==> config.mk <==
export PLATFORM = sky130hd
export DESIGN_NAME = bmp24_to_rgb565_stream_decoder_top
export DESIGN_NICKNAME = d
export VERILOG_FILES = /design/src/rtl/core/bmp_pkg.sv /design/src/rtl/core/bmp_front.sv /design/src/rtl/core/bmp_cmd_queue.sv /design/src/rtl/core/bmp_back.sv /design/src/rtl/core/bmp24_to_rgb565_stream_decoder_top.sv
export SDC_FILE = /design/constraint.sdc
export NUM_CORES = 1
export LEC_CHECK = 0
export ABC_CLOCK_PERIOD_IN_PS = 11300
export BUFFER_PORTS_ARGS = -buffer_cell sky130_fd_sc_hd__buf_2
export CAP_MARGIN = 20
export CORE_ASPECT_RATIO = 0.8
export CORE_MARGIN = 4
export CORE_UTILIZATION = 50
export DETAILED_ROUTE_END_ITERATION = 7
export PLACE_DENSITY = 0.66
export REMOVE_ABC_BUFFERS = 1
export SLEW_MARGIN = 30
export SYNTH_ARGS = -nofsm -noshare
export SYNTH_HDL_FRONTEND = slang
export SYNTH_HIERARCHICAL = 1
export SYNTH_SLANG_ARGS = --single-unit
==> constraint.sdc <==
create_clock -name clk -period 11.3 [get_ports clk]
set_input_delay 3.39 -clock clk [delete_from_list [all_inputs] [get_ports clk]]
set_output_delay 3.39 -clock clk [all_outputs]
set_load 0.005 [all_outputs]
==> src/rtl/core/bmp_pkg.sv <==
package bmp_pkg;

  // Image size limits, also the reset values of the limit registers
  localparam int MAX_WIDTH  = 320;
  localparam int MAX_HEIGHT = 240;

  localparam int LIMIT_W_BITS = 9;
  localparam int LIMIT_H_BITS = 8;
  localparam int CFG_DATA_W   = 9;

  // Header layout
  localparam logic [5:0] HDR_LAST   = 6'd53;
  localparam logic [31:0] HDR_LEN   = 32'd54;
  localparam logic [7:0] SIG_FIRST  = 8'h42;
  localparam logic [7:0] SIG_SECOND = 8'h4D;
  localparam logic [5:0] HB_SIG0    = 6'd0;
  localparam logic [5:0] HB_SIG1    = 6'd1;
  localparam logic [5:0] HB_OFF0    = 6'd10;
  localparam logic [5:0] HB_OFF1    = 6'd11;
  localparam logic [5:0] HB_OFF2    = 6'd12;
  localparam logic [5:0] HB_OFF3    = 6'd13;
  localparam logic [5:0] HB_WID0    = 6'd18;
  localparam logic [5:0] HB_WID1    = 6'd19;
  localparam logic [5:0] HB_HGT0    = 6'd22;
  localparam logic [5:0] HB_HGT1    = 6'd23;

  // Configuration register indexes
  localparam logic REG_WIDTH_LIMIT  = 1'b0;
  localparam logic REG_HEIGHT_LIMIT = 1'b1;

  // Command queue between parser and back end
  localparam int CMD_DEPTH = 4;
  localparam int CMD_PTR_W = 2;
  localparam int CMD_CNT_W = 3;

  localparam int IDX_W = 17;

  typedef enum logic [1:0] {
    EV_PIXEL     = 2'd0,
    EV_HDR_OK    = 2'd1,
    EV_BAD_SIG   = 2'd2,
    EV_TOO_LARGE = 2'd3
  } ev_kind_t;

  typedef enum logic [2:0] {
    PH_HEADER = 3'd0,
    PH_SKIP   = 3'd1,
    PH_PIXEL  = 3'd2,
    PH_PAD    = 3'd3,
    PH_IDLE   = 3'd4
  } phase_t;

  // One classified event from the parser
  typedef struct packed {
    ev_kind_t    kind;
    logic [15:0] color;
    logic [15:0] width;
    logic [15:0] height;
    logic        row_end;
    logic        last;
  } cmd_t;

  // One finished result
  typedef struct packed {
    ev_kind_t         kind;
    logic [IDX_W-1:0] index;
    logic [15:0]      color;
    logic [15:0]      width;
    logic [15:0]      height;
    logic             last;
  } res_t;

endpackage

==> src/rtl/core/bmp_front.sv <==
module bmp_front import bmp_pkg::*; (
  input  logic                  clk,
  input  logic                  rst,
  input  logic                  accept,
  input  logic [7:0]            byte_value,
  input  logic                  frame_start,
  input  logic                  cfg_write,
  input  logic                  cfg_index,
  input  logic [CFG_DATA_W-1:0] cfg_data,
  output logic                  cmd_valid,
  output cmd_t                  cmd
);

  phase_t      phase, phase_next;
  logic [5:0]  header_count, header_count_next;
  logic [15:0] width_reg, width_reg_next;
  logic [15:0] height_reg, height_reg_next;
  logic [31:0] data_offset, data_offset_next;
  logic [31:0] skip_count, skip_count_next;
  logic [15:0] row_count, row_count_next;
  logic [15:0] col_count, col_count_next;
  logic [1:0]  comp_idx, comp_idx_next;
  logic [7:0]  blue_byte, blue_byte_next;
  logic [7:0]  green_byte, green_byte_next;
  logic [1:0]  pad_count, pad_count_next;
  logic        sig_ok, sig_ok_next;
  logic [LIMIT_W_BITS-1:0] width_limit;
  logic [LIMIT_H_BITS-1:0] height_limit;

  // Limit registers
  always_ff @(posedge clk) begin
    if (rst) begin
      width_limit  <= LIMIT_W_BITS'(MAX_WIDTH);
      height_limit <= LIMIT_H_BITS'(MAX_HEIGHT);
    end else if (cfg_write) begin
      case (cfg_index)
        REG_WIDTH_LIMIT:  width_limit  <= cfg_data[LIMIT_W_BITS-1:0];
        REG_HEIGHT_LIMIT: height_limit <= cfg_data[LIMIT_H_BITS-1:0];
        default: ;
      endcase
    end
  end

  // Parser state
  always_ff @(posedge clk) begin
    if (rst) begin
      phase        <= PH_HEADER;
      header_count <= '0;
      width_reg    <= '0;
      height_reg   <= '0;
      data_offset  <= '0;
      skip_count   <= '0;
      row_count    <= '0;
      col_count    <= '0;
      comp_idx     <= '0;
      blue_byte    <= '0;
      green_byte   <= '0;
      pad_count    <= '0;
      sig_ok       <= 1'b1;
    end else begin
      phase        <= phase_next;
      header_count <= header_count_next;
      width_reg    <= width_reg_next;
      height_reg   <= height_reg_next;
      data_offset  <= data_offset_next;
      skip_count   <= skip_count_next;
      row_count    <= row_count_next;
      col_count    <= col_count_next;
      comp_idx     <= comp_idx_next;
      blue_byte    <= blue_byte_next;
      green_byte   <= green_byte_next;
      pad_count    <= pad_count_next;
      sig_ok       <= sig_ok_next;
    end
  end

  // Byte classification and next state
  always_comb begin
    phase_next        = phase;
    header_count_next = header_count;
    width_reg_next    = width_reg;
    height_reg_next   = height_reg;
    data_offset_next  = data_offset;
    skip_count_next   = skip_count;
    row_count_next    = row_count;
    col_count_next    = col_count;
    comp_idx_next     = comp_idx;
    blue_byte_next    = blue_byte;
    green_byte_next   = green_byte;
    pad_count_next    = pad_count;
    sig_ok_next       = sig_ok;
    cmd_valid         = 1'b0;
    cmd               = '0;

    if (accept) begin
      // new file restarts header parsing from any phase
      if (frame_start) begin
        phase_next        = PH_HEADER;
        header_count_next = '0;
        width_reg_next    = '0;
        height_reg_next   = '0;
        data_offset_next  = '0;
        sig_ok_next       = 1'b1;
      end

      case (phase_next)
        PH_HEADER: begin
          if (header_count_next == HB_SIG0 && byte_value != SIG_FIRST) sig_ok_next = 1'b0;
          if (header_count_next == HB_SIG1 && byte_value != SIG_SECOND) sig_ok_next = 1'b0;
          case (header_count_next)
            HB_OFF0: data_offset_next[7:0]   = data_offset_next[7:0] | byte_value;
            HB_OFF1: data_offset_next[15:8]  = data_offset_next[15:8] | byte_value;
            HB_OFF2: data_offset_next[23:16] = data_offset_next[23:16] | byte_value;
            HB_OFF3: data_offset_next[31:24] = data_offset_next[31:24] | byte_value;
            HB_WID0: width_reg_next[7:0]     = byte_value;
            HB_WID1: width_reg_next[15:8]    = byte_value;
            HB_HGT0: height_reg_next[7:0]    = byte_value;
            HB_HGT1: height_reg_next[15:8]   = byte_value;
            default: ;
          endcase

          if (header_count_next != HDR_LAST) begin
            header_count_next = header_count_next + 6'd1;
          end else begin
            header_count_next = '0;
            cmd_valid  = 1'b1;
            cmd.width  = width_reg_next;
            cmd.height = height_reg_next;
            if (!sig_ok_next) begin
              phase_next = PH_IDLE;
              cmd.kind   = EV_BAD_SIG;
            end else if (width_reg_next > 16'(width_limit) ||
                         height_reg_next > 16'(height_limit)) begin
              phase_next = PH_IDLE;
              cmd.kind   = EV_TOO_LARGE;
            end else begin
              cmd.kind = EV_HDR_OK;
              skip_count_next = (data_offset_next > HDR_LEN) ?
                                data_offset_next - HDR_LEN : '0;
              if (skip_count_next != '0) begin
                phase_next = PH_SKIP;
              end else if (width_reg_next == '0 || height_reg_next == '0) begin
                phase_next = PH_IDLE;
              end else begin
                row_count_next = height_reg_next - 16'd1;
                col_count_next = '0;
                comp_idx_next  = '0;
                phase_next     = PH_PIXEL;
              end
            end
          end
        end

        PH_SKIP: begin
          skip_count_next = skip_count - 32'd1;
          if (skip_count_next == '0) begin
            if (width_reg == '0 || height_reg == '0) begin
              phase_next = PH_IDLE;
            end else begin
              row_count_next = height_reg - 16'd1;
              col_count_next = '0;
              comp_idx_next  = '0;
              phase_next     = PH_PIXEL;
            end
          end
        end

        PH_PIXEL: begin
          case (comp_idx)
            2'd0: begin
              blue_byte_next = byte_value;
              comp_idx_next  = 2'd1;
            end
            2'd1: begin
              green_byte_next = byte_value;
              comp_idx_next   = 2'd2;
            end
            default: begin
              comp_idx_next = '0;
              cmd_valid     = 1'b1;
              cmd.kind      = EV_PIXEL;
              cmd.color     = {byte_value[7:3], green_byte[7:2], blue_byte[7:3]};
              cmd.width     = width_reg;
              cmd.height    = height_reg;
              if ({1'b0, col_count} + 17'd1 < {1'b0, width_reg}) begin
                col_count_next = col_count + 16'd1;
              end else if (row_count == '0) begin
                cmd.last   = 1'b1;
                phase_next = PH_IDLE;
              end else begin
                cmd.row_end    = 1'b1;
                row_count_next = row_count - 16'd1;
                pad_count_next = width_reg[1:0];
                if (width_reg[1:0] != 2'd0) begin
                  phase_next = PH_PAD;
                end else begin
                  col_count_next = '0;
                  comp_idx_next  = '0;
                  phase_next     = PH_PIXEL;
                end
              end
            end
          endcase
        end

        PH_PAD: begin
          pad_count_next = pad_count - 2'd1;
          if (pad_count_next == 2'd0) begin
            col_count_next = '0;
            comp_idx_next  = '0;
            phase_next     = PH_PIXEL;
          end
        end

        default: ;
      endcase
    end
  end

endmodule

==> src/rtl/core/bmp_cmd_queue.sv <==
module bmp_cmd_queue import bmp_pkg::*; (
  input  logic clk,
  input  logic rst,
  input  logic wr_en,
  input  cmd_t wr_data,
  input  logic rd_en,
  output cmd_t rd_data,
  output logic not_empty,
  output logic is_full
);

  cmd_t                 entries [CMD_DEPTH];
  logic [CMD_PTR_W-1:0] wr_ptr;
  logic [CMD_PTR_W-1:0] rd_ptr;
  logic [CMD_CNT_W-1:0] count;

  assign not_empty = (count != '0);
  assign is_full   = (count == CMD_CNT_W'(CMD_DEPTH));
  assign rd_data   = entries[rd_ptr];

  // Pointers and fill count
  always_ff @(posedge clk) begin
    if (rst) begin
      wr_ptr <= '0;
      rd_ptr <= '0;
      count  <= '0;
    end else begin
      if (wr_en) wr_ptr <= wr_ptr + 1'b1;
      if (rd_en) rd_ptr <= rd_ptr + 1'b1;
      if (wr_en && !rd_en) count <= count + 1'b1;
      else if (rd_en && !wr_en) count <= count - 1'b1;
    end
  end

  // Storage
  always_ff @(posedge clk) begin
    if (wr_en) entries[wr_ptr] <= wr_data;
  end

`ifndef SYNTHESIS
  a_no_overflow: assert property (@(posedge clk) disable iff (rst)
    !(wr_en && is_full && !rd_en))
    else $error("command queue written while full");

  a_no_underflow: assert property (@(posedge clk) disable iff (rst)
    rd_en |-> not_empty)
    else $error("command queue read while empty");

  a_count_tracks_ptrs: assert property (@(posedge clk) disable iff (rst)
    (count != CMD_CNT_W'(CMD_DEPTH)) |-> (wr_ptr - rd_ptr == count[CMD_PTR_W-1:0]))
    else $error("command queue count and pointers disagree");
`endif

endmodule

==> src/rtl/core/bmp_back.sv <==
module bmp_back import bmp_pkg::*; (
  input  logic clk,
  input  logic rst,
  input  logic cmd_avail,
  input  cmd_t cmd,
  output logic cmd_take,
  input  logic res_pop,
  output logic res_empty,
  output res_t res
);

  logic [IDX_W-1:0] pix_idx, pix_idx_next;
  logic [IDX_W-1:0] base_idx;
  logic [15:0]      top_row;
  logic [31:0]      base_prod;
  res_t             res_q [2];
  logic             head;
  logic [1:0]       count;
  logic             do_pop;
  res_t             res_new;

  assign cmd_take  = cmd_avail && (count != 2'd2);
  assign do_pop    = res_pop && (count != 2'd0);
  assign res_empty = (count == 2'd0);
  assign res       = res_q[head];

  // First pixel of the image sits in the bottom row: (height-1)*width
  assign top_row   = cmd.height - 16'd1;
  assign base_prod = top_row * cmd.width;
  assign base_idx  = base_prod[IDX_W-1:0];

  // Result build and running pixel index
  always_comb begin
    res_new        = '0;
    res_new.kind   = cmd.kind;
    res_new.color  = cmd.color;
    res_new.width  = cmd.width;
    res_new.height = cmd.height;
    res_new.last   = cmd.last;
    pix_idx_next   = pix_idx;
    case (cmd.kind)
      EV_PIXEL: begin
        res_new.index = pix_idx;
        // row end steps back over this row and the next one
        if (cmd.row_end)
          pix_idx_next = pix_idx - {cmd.width[IDX_W-2:0], 1'b0} + IDX_W'(1);
        else
          pix_idx_next = pix_idx + IDX_W'(1);
      end
      EV_HDR_OK: pix_idx_next = base_idx;
      default: ;
    endcase
  end

  always_ff @(posedge clk) begin
    if (rst) begin
      pix_idx <= '0;
    end else if (cmd_take) begin
      pix_idx <= pix_idx_next;
    end
  end

  // Two-entry output queue
  always_ff @(posedge clk) begin
    if (rst) begin
      head  <= 1'b0;
      count <= '0;
    end else begin
      if (do_pop) head <= ~head;
      if (cmd_take && !do_pop) count <= count + 2'd1;
      else if (do_pop && !cmd_take) count <= count - 2'd1;
    end
  end

  always_ff @(posedge clk) begin
    if (cmd_take) res_q[head ^ count[0]] <= res_new;
  end

`ifndef SYNTHESIS
  a_count_bound: assert property (@(posedge clk) disable iff (rst)
    count != 2'd3)
    else $error("output queue count out of range");

  a_hdr_index_zero: assert property (@(posedge clk) disable iff (rst)
    (!res_empty && res.kind != EV_PIXEL) |-> (res.index == '0 && !res.last))
    else $error("header event carries pixel fields");

  a_hold_when_stalled: assert property (@(posedge clk) disable iff (rst)
    (!res_empty && !res_pop) |=> $stable(res))
    else $error("waiting result changed");
`endif

endmodule

==> src/rtl/core/bmp24_to_rgb565_stream_decoder_top.sv <==
// 24-bit BMP stream to RGB565 pixel decoder.
// Input channel: one file byte per transfer (byte_value), frame_start high
// on the first byte of a file; a transfer happens when push is high and
// full is low. Output channel: a queue read port; while empty is low the
// oldest result is on event_kind, pixel_index, pixel_color, image_width,
// image_height and last_pixel, and pop takes it.
// Each 54-byte header gives one event (accepted, bad signature or too
// large), then each blue/green/red triple gives one pixel event, rows
// bottom-up; bytes up to the data offset and row padding give nothing.
// Limits are written through cfg_write/cfg_index/cfg_data (index 0 width,
// index 1 height); the user must write them only while the decoder is
// idle, as the block does not enforce this. Throughput: one byte per
// clock while full is low, set by the parser that classifies a byte in
// the cycle it is taken; results pass the command, then the output queue.
// Reset (rst, synchronous): header phase, limits 320 x 240, queues empty.
// When the receiver stops popping, the 2-entry output queue and 4-entry
// command queue fill, then full rises and input stops; nothing is lost.
module bmp24_to_rgb565_stream_decoder_top import bmp_pkg::*; (
  input  logic                  clk,
  input  logic                  rst,
  input  logic                  push,
  output logic                  full,
  input  logic [7:0]            byte_value,
  input  logic                  frame_start,
  output logic                  empty,
  input  logic                  pop,
  output logic [1:0]            event_kind,
  output logic [IDX_W-1:0]      pixel_index,
  output logic [15:0]           pixel_color,
  output logic [15:0]           image_width,
  output logic [15:0]           image_height,
  output logic                  last_pixel,
  input  logic                  cfg_write,
  input  logic                  cfg_index,
  input  logic [CFG_DATA_W-1:0] cfg_data
);

  logic accept;
  logic cmd_valid;
  cmd_t cmd_in;
  cmd_t cmd_head;
  logic cmd_avail;
  logic cmd_take;
  res_t res;

  assign accept = push && !full;

  bmp_front u_front (
    .clk         (clk),
    .rst         (rst),
    .accept      (accept),
    .byte_value  (byte_value),
    .frame_start (frame_start),
    .cfg_write   (cfg_write),
    .cfg_index   (cfg_index),
    .cfg_data    (cfg_data),
    .cmd_valid   (cmd_valid),
    .cmd         (cmd_in)
  );

  bmp_cmd_queue u_queue (
    .clk       (clk),
    .rst       (rst),
    .wr_en     (cmd_valid),
    .wr_data   (cmd_in),
    .rd_en     (cmd_take),
    .rd_data   (cmd_head),
    .not_empty (cmd_avail),
    .is_full   (full)
  );

  bmp_back u_back (
    .clk       (clk),
    .rst       (rst),
    .cmd_avail (cmd_avail),
    .cmd       (cmd_head),
    .cmd_take  (cmd_take),
    .res_pop   (pop),
    .res_empty (empty),
    .res       (res)
  );

  assign event_kind   = res.kind;
  assign pixel_index  = res.index;
  assign pixel_color  = res.color;
  assign image_width  = res.width;
  assign image_height = res.height;
  assign last_pixel   = res.last;

endmodule
# --- Word level (Yosys, flattened, before mapping) ---
# Memories as Yosys holds them, arrays and structs flattened. A register that Yosys moved wholly into a read port is not among the register bits.
# Index checks and enable logic that the tools add are counted.
totals:
  reg_bits: 202
  latchBits: 0
  ram_bits: 344
  rom_bits: 0
  input_bits: 24
  output_inout_bits: 70
  elab_cells: 267
  memories: 2
memory_table:
  columns: ["memory", "depth", "width", "rd", "rd_clocked_by_memory_dff", "wr", "line_no", "rtl"]
  rows:
  - ["u_queue.entries", 4, 52, 1, 1, 1, "bmp_cmd_queue.sv:12", "cmd_t entries [CMD_DEPTH];"]
  - ["u_back.res_q", 2, 68, 1, 1, 1, "bmp_back.sv:16", "res_t res_q [2];"]
op_classes:
  add_sub_neg: 19
  n_mul: 1
  div: 0
  magnitude_cmp: 4
  n_eq_ne: 32
  shift: 0
  muxes: 131
  n_bitwise: 7
  reduce_logical: 50
op_table:
  columns: ["cell", "count"]
  rows:
  - ["2-to-1 mux 16 bit", 27]
  - ["2-to-1 mux 32 bit", 8]
  - ["2-to-1 mux 8 bit", 24]
  - ["one-hot mux 32 bit (2 select lines)", 2]
  - ["zero test 16 bit", 5]
  - ["one-hot mux 16 bit (4 select lines)", 1]
  - ["subtractor 16 x 1 -> 16 bit, second input constant", 4]
  - ["2-to-1 mux 52 bit", 1]
  - ["2-to-1 mux 50 bit", 1]
  - ["one-hot mux 16 bit (3 select lines)", 1]
  - ["2-to-1 mux 3 bit", 15]
  - ["2-to-1 mux 2 bit", 20]
  - ["adder 17 x 1 -> 17 bit, second input constant", 2]
  - ["2-to-1 mux 17 bit", 2]
  - ["one-hot mux 17 bit (2 select lines)", 1]
  - ["greater-than comparator 32 x 6 -> 1 bit, second input constant", 1]
  - ["zero test 32 bit", 1]
  - ["bitwise OR 8 bit", 4]
  - ["nonzero test 32 bit", 1]
  - ["subtractor 32 x 1 -> 32 bit, second input constant", 1]
  - ["subtractor 32 x 6 -> 32 bit, second input constant", 1]
  - ["== test 6 x 4 -> 1 bit, second input constant", 4]
  - ["== test 6 x 5 -> 1 bit, second input constant", 4]
  - ["2-to-1 mux 6 bit", 4]
  - ["other kinds (45)", 109]

# --- Depth between registers and ports, before layout ---
# Gate-level depths: netlist (run 1).
logic_depth:
  word_depth: 16
  mapped_depth: 31
  ltp_nobuf: 28

# --- Cells and area by module ---
# The synthesis (run 1) kept the hierarchy.
by_module_without_submodules:
  columns: ["mod", "n_inst", "cells_each", "area_each_um2", "seq_area_each_um2"]
  rows:
  - ["bmp_front", 1, 1758, 12613.3, 3403.3]
  - ["bmp_back", 1, 1097, 11877.6, 4504.3]
  - ["bmp_cmd_queue", 1, 316, 7995.2, 6426.2]
  - ["bmp24_to_rgb565_stream_decoder_top", 1, 1, 13.8, 0.0]

# --- Worst setup path after synthesis (run 1) ---
# Ideal clock, no wire load.
synth_timing:
  kind: "input port to flip-flop"
  startpoint: "in frame_start"
  endpoint: "reg u_front.comp_idx[1]"
  setup_time_ns: 0.125
  t_arrival_ns: 8.184
  required_time_ns: 11.175
  setup_slack_ns: 2.990
  path_stages: 20
  n_path_buf: 9
  path_cell_list: "buf_2 buf_4 buf_2 buf_2 buf_2 buf_2 buf_1 clkbuf_1 buf_1 nor2_1 ha_1 a221oi_1 nor3_1 or4_1 nor3_1 xor2_1 nand4b_1 nor4_4 nor2_1 o41a_1"
synth_between:
  elab_chain_len: 11
  elab_cells_between_ends: 79
  classes_between: "add/sub (1); order compare (3); eq/ne (21); mux (39); bitwise (4); reduce/logical (11)"
synth_rtl:
  columns: ["element", "line_no", "rtl"]
  rows:
  - ["start, declared", "bmp24_to_rgb565_stream_decoder_top.sv:24", "input logic frame_start,"]
  - ["2-to-1 mux 6 bit / 2-to-1 mux 32 bit (equally long branches)", "bmp_front.sv:97", "if (frame_start) begin"]
  - ["2-to-1 mux 6 bit / 2-to-1 mux 32 bit (equally long branches)", "bmp_front.sv:95", "if (accept) begin"]
  - ["== test 6 x 4 -> 1 bit (tied with other cells)", "bmp_front.sv:110", "case (header_count_next)"]
  - ["2-to-1 mux 8 bit", "bmp_front.sv:110", null]
  - ["2-to-1 mux 8 bit", "bmp_front.sv:106", "case (phase_next)"]
  - ["2-to-1 mux 8 bit", "bmp_front.sv:95", null]
  - ["subtractor 32 x 6 -> 32 bit / greater-than comparator 32 x 6 -> 1 bit (equally long branches)", "bmp_front.sv:139, bmp_front.sv:138", null]
  - ["2-to-1 mux 32 bit", "bmp_front.sv:138", "skip_count_next = (data_offset_next > HDR_LEN) ?"]
  - ["nonzero test 32 bit", "bmp_front.sv:140", "if (skip_count_next != '0) begin"]
  - ["inequality test 2 bit (no source line)", null, null]
  - ["AND reduction 10 bit (no source line)", null, null]
  - ["end signal, assigned", "bmp_front.sv:69", "comp_idx <= comp_idx_next;"]
  - ["end, declared", "bmp_front.sv:22", "logic [1:0] comp_idx, comp_idx_next;"]
# Several ways; a longest one is shown, not always the timed one. The select of a mux whose other input is x is not followed.
# A chain may end at the register's enable or synchronous reset.

==> impl_metrics.tcl, run 1 <==
set metrics [dict create \
    status "complete, but fails checks" \
    violations "DRC" \
    power_switching_mw 3.98 \
    seqPwrFrac 0.270 \
    drive_gt1_frac 0.123 \
    antenna_found_initial 0 \
    cts_max_level 2 \
    area_growth_pct 9.19 \
    swShare 0.412 \
    max_clock_freq_mhz 111 \
    critPathRequiredTime_ps 11860 \
    vias 25000 \
    worst-path-max-fanout 19 \
    grt_pass1_vias 24600 \
    synth_flop_cell "edfxtp_1" \
    final_common_cell "edfxtp_1" \
    synth_edf_count 344 \
    tns_ps 0 \
    hpwlAfterDp_mm 62.8 \
    post-route-period-util 0.798 \
    finalHoldViolations 0 \
    internal-power_mw 5.70 \
    hold_slack_ps 459 \
    antennaDiodeCount 0 \
    fill_cells 5540 \
    clock-sinks 544 \
    cts_buffer_depth 3 \
    tightest_slew_ps 974 \
    drc 1 \
    die-width_um 293 \
    netlist_area_um2 32500 \
    io_pins 94 \
    fin_crit_ps 9020 \
    track_usage 0.256 \
    overflow 0 \
    clock_latency_ps 660 \
    largest-register "u_queue/entries" \
    num-nets-final 3413 \
    grt_max_degree 73 \
    post_cts_resized 0 \
    cts_setup_buffers 0 \
    wl_per_cell_um 22.2 \
    die_h_um 236 \
    critPathLaunchType "register" \
    wirelength_mm 90.3 \
    rows 83 \
    worstPathArrival_ps 9580 \
    ys_warn_count 6 \
    cts_buffers 55 \
    synth_seq_cells 544 \
    drv_slew 0 \
    design.core.area_um2 64300 \
    avgViaCountPerCell 6.14 \
    grt_pass1_wl_mm 141 \
    ir_drop_v 0.000397 \
    drt_iter0_drc 2721 \
    p_leak_nw 13.7 \
    dieArea_um2 69200 \
    hold_class "register to register" \
    crit_type "register to register" \
    portBuffers 93 \
    ys_seq_area_frac 0.441 \
    final_cell_mix "edfxtp_1 (344), nand2_1 (335), nor2_1 (319), inv_1 (228), dfxtp_1 (197)" \
    cts-root-buf "clkbuf_16" \
    power_frac_comb 0.524 \
    regToRegSetupSlack_ps 2280 \
    rsz0062_at_grt "false" \
    initial_core_util 0.506 \
    clkPwrFrac 0.206 \
    finClkSkew_ps 70.5 \
    maxSlewHeadroom 0.345 \
    pwr_density_cell_nw_per_um2 273 \
    synth.distinct_cells 101 \
    cts_tree "done" \
    synth_area_per_cell_um2 10.2 \
    final_core_utilization 0.552 \
    place.gp.congestion 0.939 \
    syn_inst 3172 \
    ys_async_sr_fraction 0 \
    firstDrtPassIters 8 \
    setup_viol 0 \
    drtAntennaViolNets 0 \
    end_kind "register" \
    ctsHoldBuffers 0 \
    clk_pin_slew_ps 80 \
    maxCapViolations 0 \
    largest_register_ffs 208 \
]
==> synth_stat cells, types with 11 or more instances <==
cell type	n	area [µm²]
o211ai_1	11	82.6
nor2_1	323	1210
mux2i_1	59	591
a21oi_1	175	876
nand2b_1	22	138
inv_1	228	856
fa_1	96	1920
a22oi_1	66	495
buf_2	23	115
a31oi_1	25	156
a211oi_1	35	263
and3_1	33	206
xnor2_1	96	841
nand2_1	337	1260
nand3_1	61	305
o32ai_1	13	114
nor4_1	30	188
nor3_1	77	385
or2_2	14	87.6
dfxtp_1	200	4000
nand4_1	25	156
nor2b_1	19	119
xor2_1	46	403
and2_1	58	363
buf_1	18	67.6
clkbuf_1	133	499
mux4_2	50	1130
edfxtp_1	344	10300
o31ai_1	11	82.6
o22ai_1	18	113
o21ai_0	80	400
mux2_2	70	788
a21o_1	16	120
or3_1	18	113
ha_1	126	1580
==> final timing paths <==
| check | from | end | depth (start not counted) |
|---|---|---|---|
| min | u_front/width_limit[2] | u_front/width_limit[2] | 2 |
| min reg2reg | u_front/width_limit[2] | u_front/width_limit[2] | 2 |
| max | register | u_back/pix_idx[16] | 25 |
| max reg2reg | register | u_back/pix_idx[16] | 25 |
==> area by class of cell <==
cell class / instances / area, µm² / share of cell area
clock buffer: 75 / 1510 / 0.0426
clock inverter: 29 / 485 / 0.0137
inverter: 231 / 868 / 0.0245
multi-input combinational: 2212 / 16500 / 0.466
sequential: 544 / 14300 / 0.404
tap: 850 / 1060 / 0.0300
timing repair buffer: 123 / 693 / 0.0195
==> cell families after synthesis <==
family | Yosys count | synth area share
xor+xnor | 145 | 0.0403
simple gates | 1090 | 0.162
flops | 544 | 0.441
fa+ha+maj | 222 | 0.108
mux | 182 | 0.0790
compound gates | 573 | 0.118
buf+inv | 416 | 0.0526
==> metal layers <==
metal / track usage / vias to the layer above / wire length, µm
met1: 0.371 / 12300 / 39700
met5: 0 / - / 0
met2: 0.397 / 1130 / 40800
met3: 0.0440 / 171 / 7380
li1: - / 11400 / -
met4: 0.0758 / 0 / 2510
==> power by group through the flow <==
| stage | Clock (mW) | Sequential [mW] | Combinational, mW |
|---|---|---|---|
| floorplan | 0 | 2.66 | 3.59 |
| global placement | 0 | 2.64 | 4.95 |
| detailed placement | 0 | 2.65 | 5.06 |
| CTS | 2.03 | 2.61 | 5.10 |
| global route | 2.12 | 2.64 | 5.68 |
| finish | 1.99 | 2.61 | 5.07 |
==> worst max-delay path, cell delays in order (launching register included) <==
cell and delay, ps:
dfxtp_4 600, mux4_2 800, inv_1 250, ha_1 220, nor3b_1 560, nand2_1 150, xnor2_1 740, nand2_1 180
fa_1 590, fa_1 440, fa_1 490, fa_1 490, inv_1 60, fa_1 530, inv_1 60, fa_1 540
inv_1 40, ha_1 350, o2111a_1 170, o31a_1 110, a211o_1 290, or3_1 310, o311ai_0 220, o21ai_0 260
xnor2_1 190, a2111oi_2 280
==> through the flow <==
| stage | instances | cell area (µm²) | setup slack [ps] | power, mW |
|---|---|---|---|---|
| after CTS | 4064 | 35500 | 2220 | 9.75 |
| after global placement | 3960 | 33500 | 2600 | 7.59 |
| after floorplan | 2987 | 31700 | 1550 | 6.25 |
| after global routing | 4064 | 35500 | 1760 | 10.4 |
| final | 4064 | 35500 | 2280 | 9.68 |
| after detailed placement | 3960 | 33500 | 2230 | 7.71 |
Note: power is estimated with default switching activity, not from simulation.
==> run 2, diff against run 1 <==
Settings changed: ABC_AREA set to 1, ABC_CLOCK_PERIOD_IN_PS 11300 to 7800, PLACE_DENSITY 0.66 to 0.69.
Clock period 11.3 ns to 7.8 ns, I/O delays scaled along.
==> impl_metrics.tcl, run 2 <==
set metrics [dict create \
    critPathMaxStageDelay_ps 560 \
    hold_class "register to register" \
    synth_area_per_cell_um2 8.47 \
    post_cts_resized 0 \
    worstPathArrival_ps 7680 \
    cts-root-buf "clkbuf_16" \
    tns_ps 0 \
    cts_max_level 2 \
    hpwlAfterDp_mm 64.1 \
    wl_per_cell_um 18.1 \
    grt_pass1_vias 26200 \
    final_common_cell "nand2_1" \
    synth_compound_area_frac 0.131 \
    yosysMostFrequentCell "nand2_1" \
    end_kind "register" \
    cts_buffers 56 \
    worst-path-max-fanout 57 \
    ys_async_sr_fraction 0 \
    crit_type "register to register" \
    drt_iter0_drc 3029 \
    wirelength_mm 90.5 \
    synth_top_area_frac 0.303 \
    ys_top_cells_by_count "nand2_1 (658), inv_1 (543), nor2_1 (535)" \
    tightest_slew_ps 960 \
    clock-sinks 544 \
    drc 0 \
    ys_warn_count 6 \
    fin_crit_ps 7090 \
    final_cell_mix "nand2_1 (658), inv_1 (537), nor2_1 (530), edfxtp_1 (344), o21ai_0 (287)" \
    synth_seq_cells 544 \
    synth_edf_count 344 \
    crit_family "adder cells" \
    num-nets-final 4296 \
    final_core_utilization 0.551 \
    cts_buffer_depth 3 \
    max_clock_freq_mhz 141 \
    die_h_um 242 \
    initial_core_util 0.506 \
    critPathLaunchType "register" \
    drive_gt1_frac 0.117 \
    place.gp.congestion 0.928 \
    rows 85 \
    syn_inst 4029 \
    synth-simple-area-share 0.212 \
    finClkSkew_ps 59.4 \
    path_common_cell "nand2_1" \
    synth.distinct_cells 64 \
    clock_latency_ps 660 \
    setup_viol 0 \
    die-width_um 300 \
    yosys-mux-area-fraction 0.0224 \
    design.core.area_um2 67400 \
    ctsHoldBuffers 0 \
    slowest_stage "fa_1" \
    hold_slack_ps 457 \
    synth_area_leaders "edfxtp_1 (30%), dfxtp_1 (12%), nand2_1 (7.2%), inv_1 (6.0%), nor2_1 (5.9%)" \
    drtAntennaViolNets 0 \
    largest-register "u_queue/entries" \
    grt_pass1_wl_mm 144 \
    maxCapViolations 0 \
    overflow 0 \
    antennaDiodeCount 0 \
    cp.buffers_inverters 6 \
    ys_seq_area_frac 0.420 \
    avgViaCountPerCell 5.59 \
    maxSlewHeadroom 0.357 \
    portBuffers 93 \
    dieArea_um2 72500 \
    yosys.area_share.adder 0.103 \
    clk_pin_slew_ps 60 \
    rsz0062_at_grt "false" \
    antenna_found_initial 2 \
    track_usage 0.245 \
    synth_top_area_cell "edfxtp_1" \
    area_growth_pct 8.97 \
    finalHoldViolations 0 \
    synth-xor-area-share 0.0228 \
    netlist_area_um2 34100 \
    cts_setup_buffers 0 \
    cts_tree "done" \
    firstDrtPassIters 6 \
    vias 28000 \
    status "completed" \
    io_pins 94 \
    grt_max_degree 109 \
    drv_slew 0 \
    synth_top_family_by_area "simple AND/OR/NAND/NOR gates" \
    largest_register_ffs 208 \
    synth_flop_cell "edfxtp_1" \
    critPathRequiredTime_ps 8390 \
    post-route-period-util 0.909 \
]
## run 2: cell count changes after synthesis, sizes merged, moves of 45 or more
cell,previous run,this run
nand3,61,214
o21ai,87,311
mux2i,59,0
nand2,338,674
and2,59,2
nor2,323,599
mux4,52,0
nor3,78,33
xnor2,98,25
inv,230,563
## run 2: final cells by class
type | instances | area (µm²)
clock buffers | 67 | 1470
clock inverters | 38 | 420
fillers | 6171 | 30300
inverters | 571 | 2150
multi-input cells | 2738 | 16800
flip-flops and latches | 544 | 14300
well taps | 913 | 1140
repair buffers | 139 | 881
## run 2: path summary, 6_finish.rpt
path / startpoint / endpoint / slack [ps] / cells past startpoint
setup reg to reg: register / u_back/pix_idx[16] / 710 / 28
setup / recovery: register / u_back/pix_idx[16] / 710 / 28
hold / removal: u_front/green_byte[4] / u_front/green_byte[4] / 460 / 2
hold reg to reg: u_front/green_byte[4] / u_front/green_byte[4] / 460 / 2
## run 2: logic make-up (layout without fill, tap and decap cells)
kind of cell,after synthesis,in the layout
and+or+nand+nor,1620,1620
buffers and inverters,747,815
AOI/OAI and AO/OA,740,740
DFF,544,544
adders and majority gates,222,222
xor gates and xnor gates,88,88
muxes,68,68
## run 2: worst register-to-register path: cells and delay by family, from the launching register on
kind | cells | cell delay, ps
compound gates | 3 | 690
buf+inv | 6 | 1630
flops | 1 | 440
simple gates | 13 | 1290
fa+ha+maj | 6 | 2990
## run 2: per-stage QoR
stage | worst slack (ps) | std cells | instance area (µm²)
2_1_floorplan | -1620 | 3853 | 33200
5_1_grt | 249 | 5010 | 37200
3_3_place_gp | 566 | 4905 | 35300
6_report | 707 | 5010 | 37200
3_5_place_dp | 454 | 4905 | 35300
4_1_cts | 746 | 5010 | 37200
## run 2: metal layers
| metal | track usage | wire length (µm) |
|---|---|---|
| met1 | 0.349 | 39900 |
| met2 | 0.387 | 40500 |
| met3 | 0.0474 | 7780 |
| met4 | 0.0615 | 2290 |
| met5 | 0 | 14 |
Power of run 2 is not shown: default switching activity piles up to over one toggle a cycle in this logic, so the estimate is an artifact.
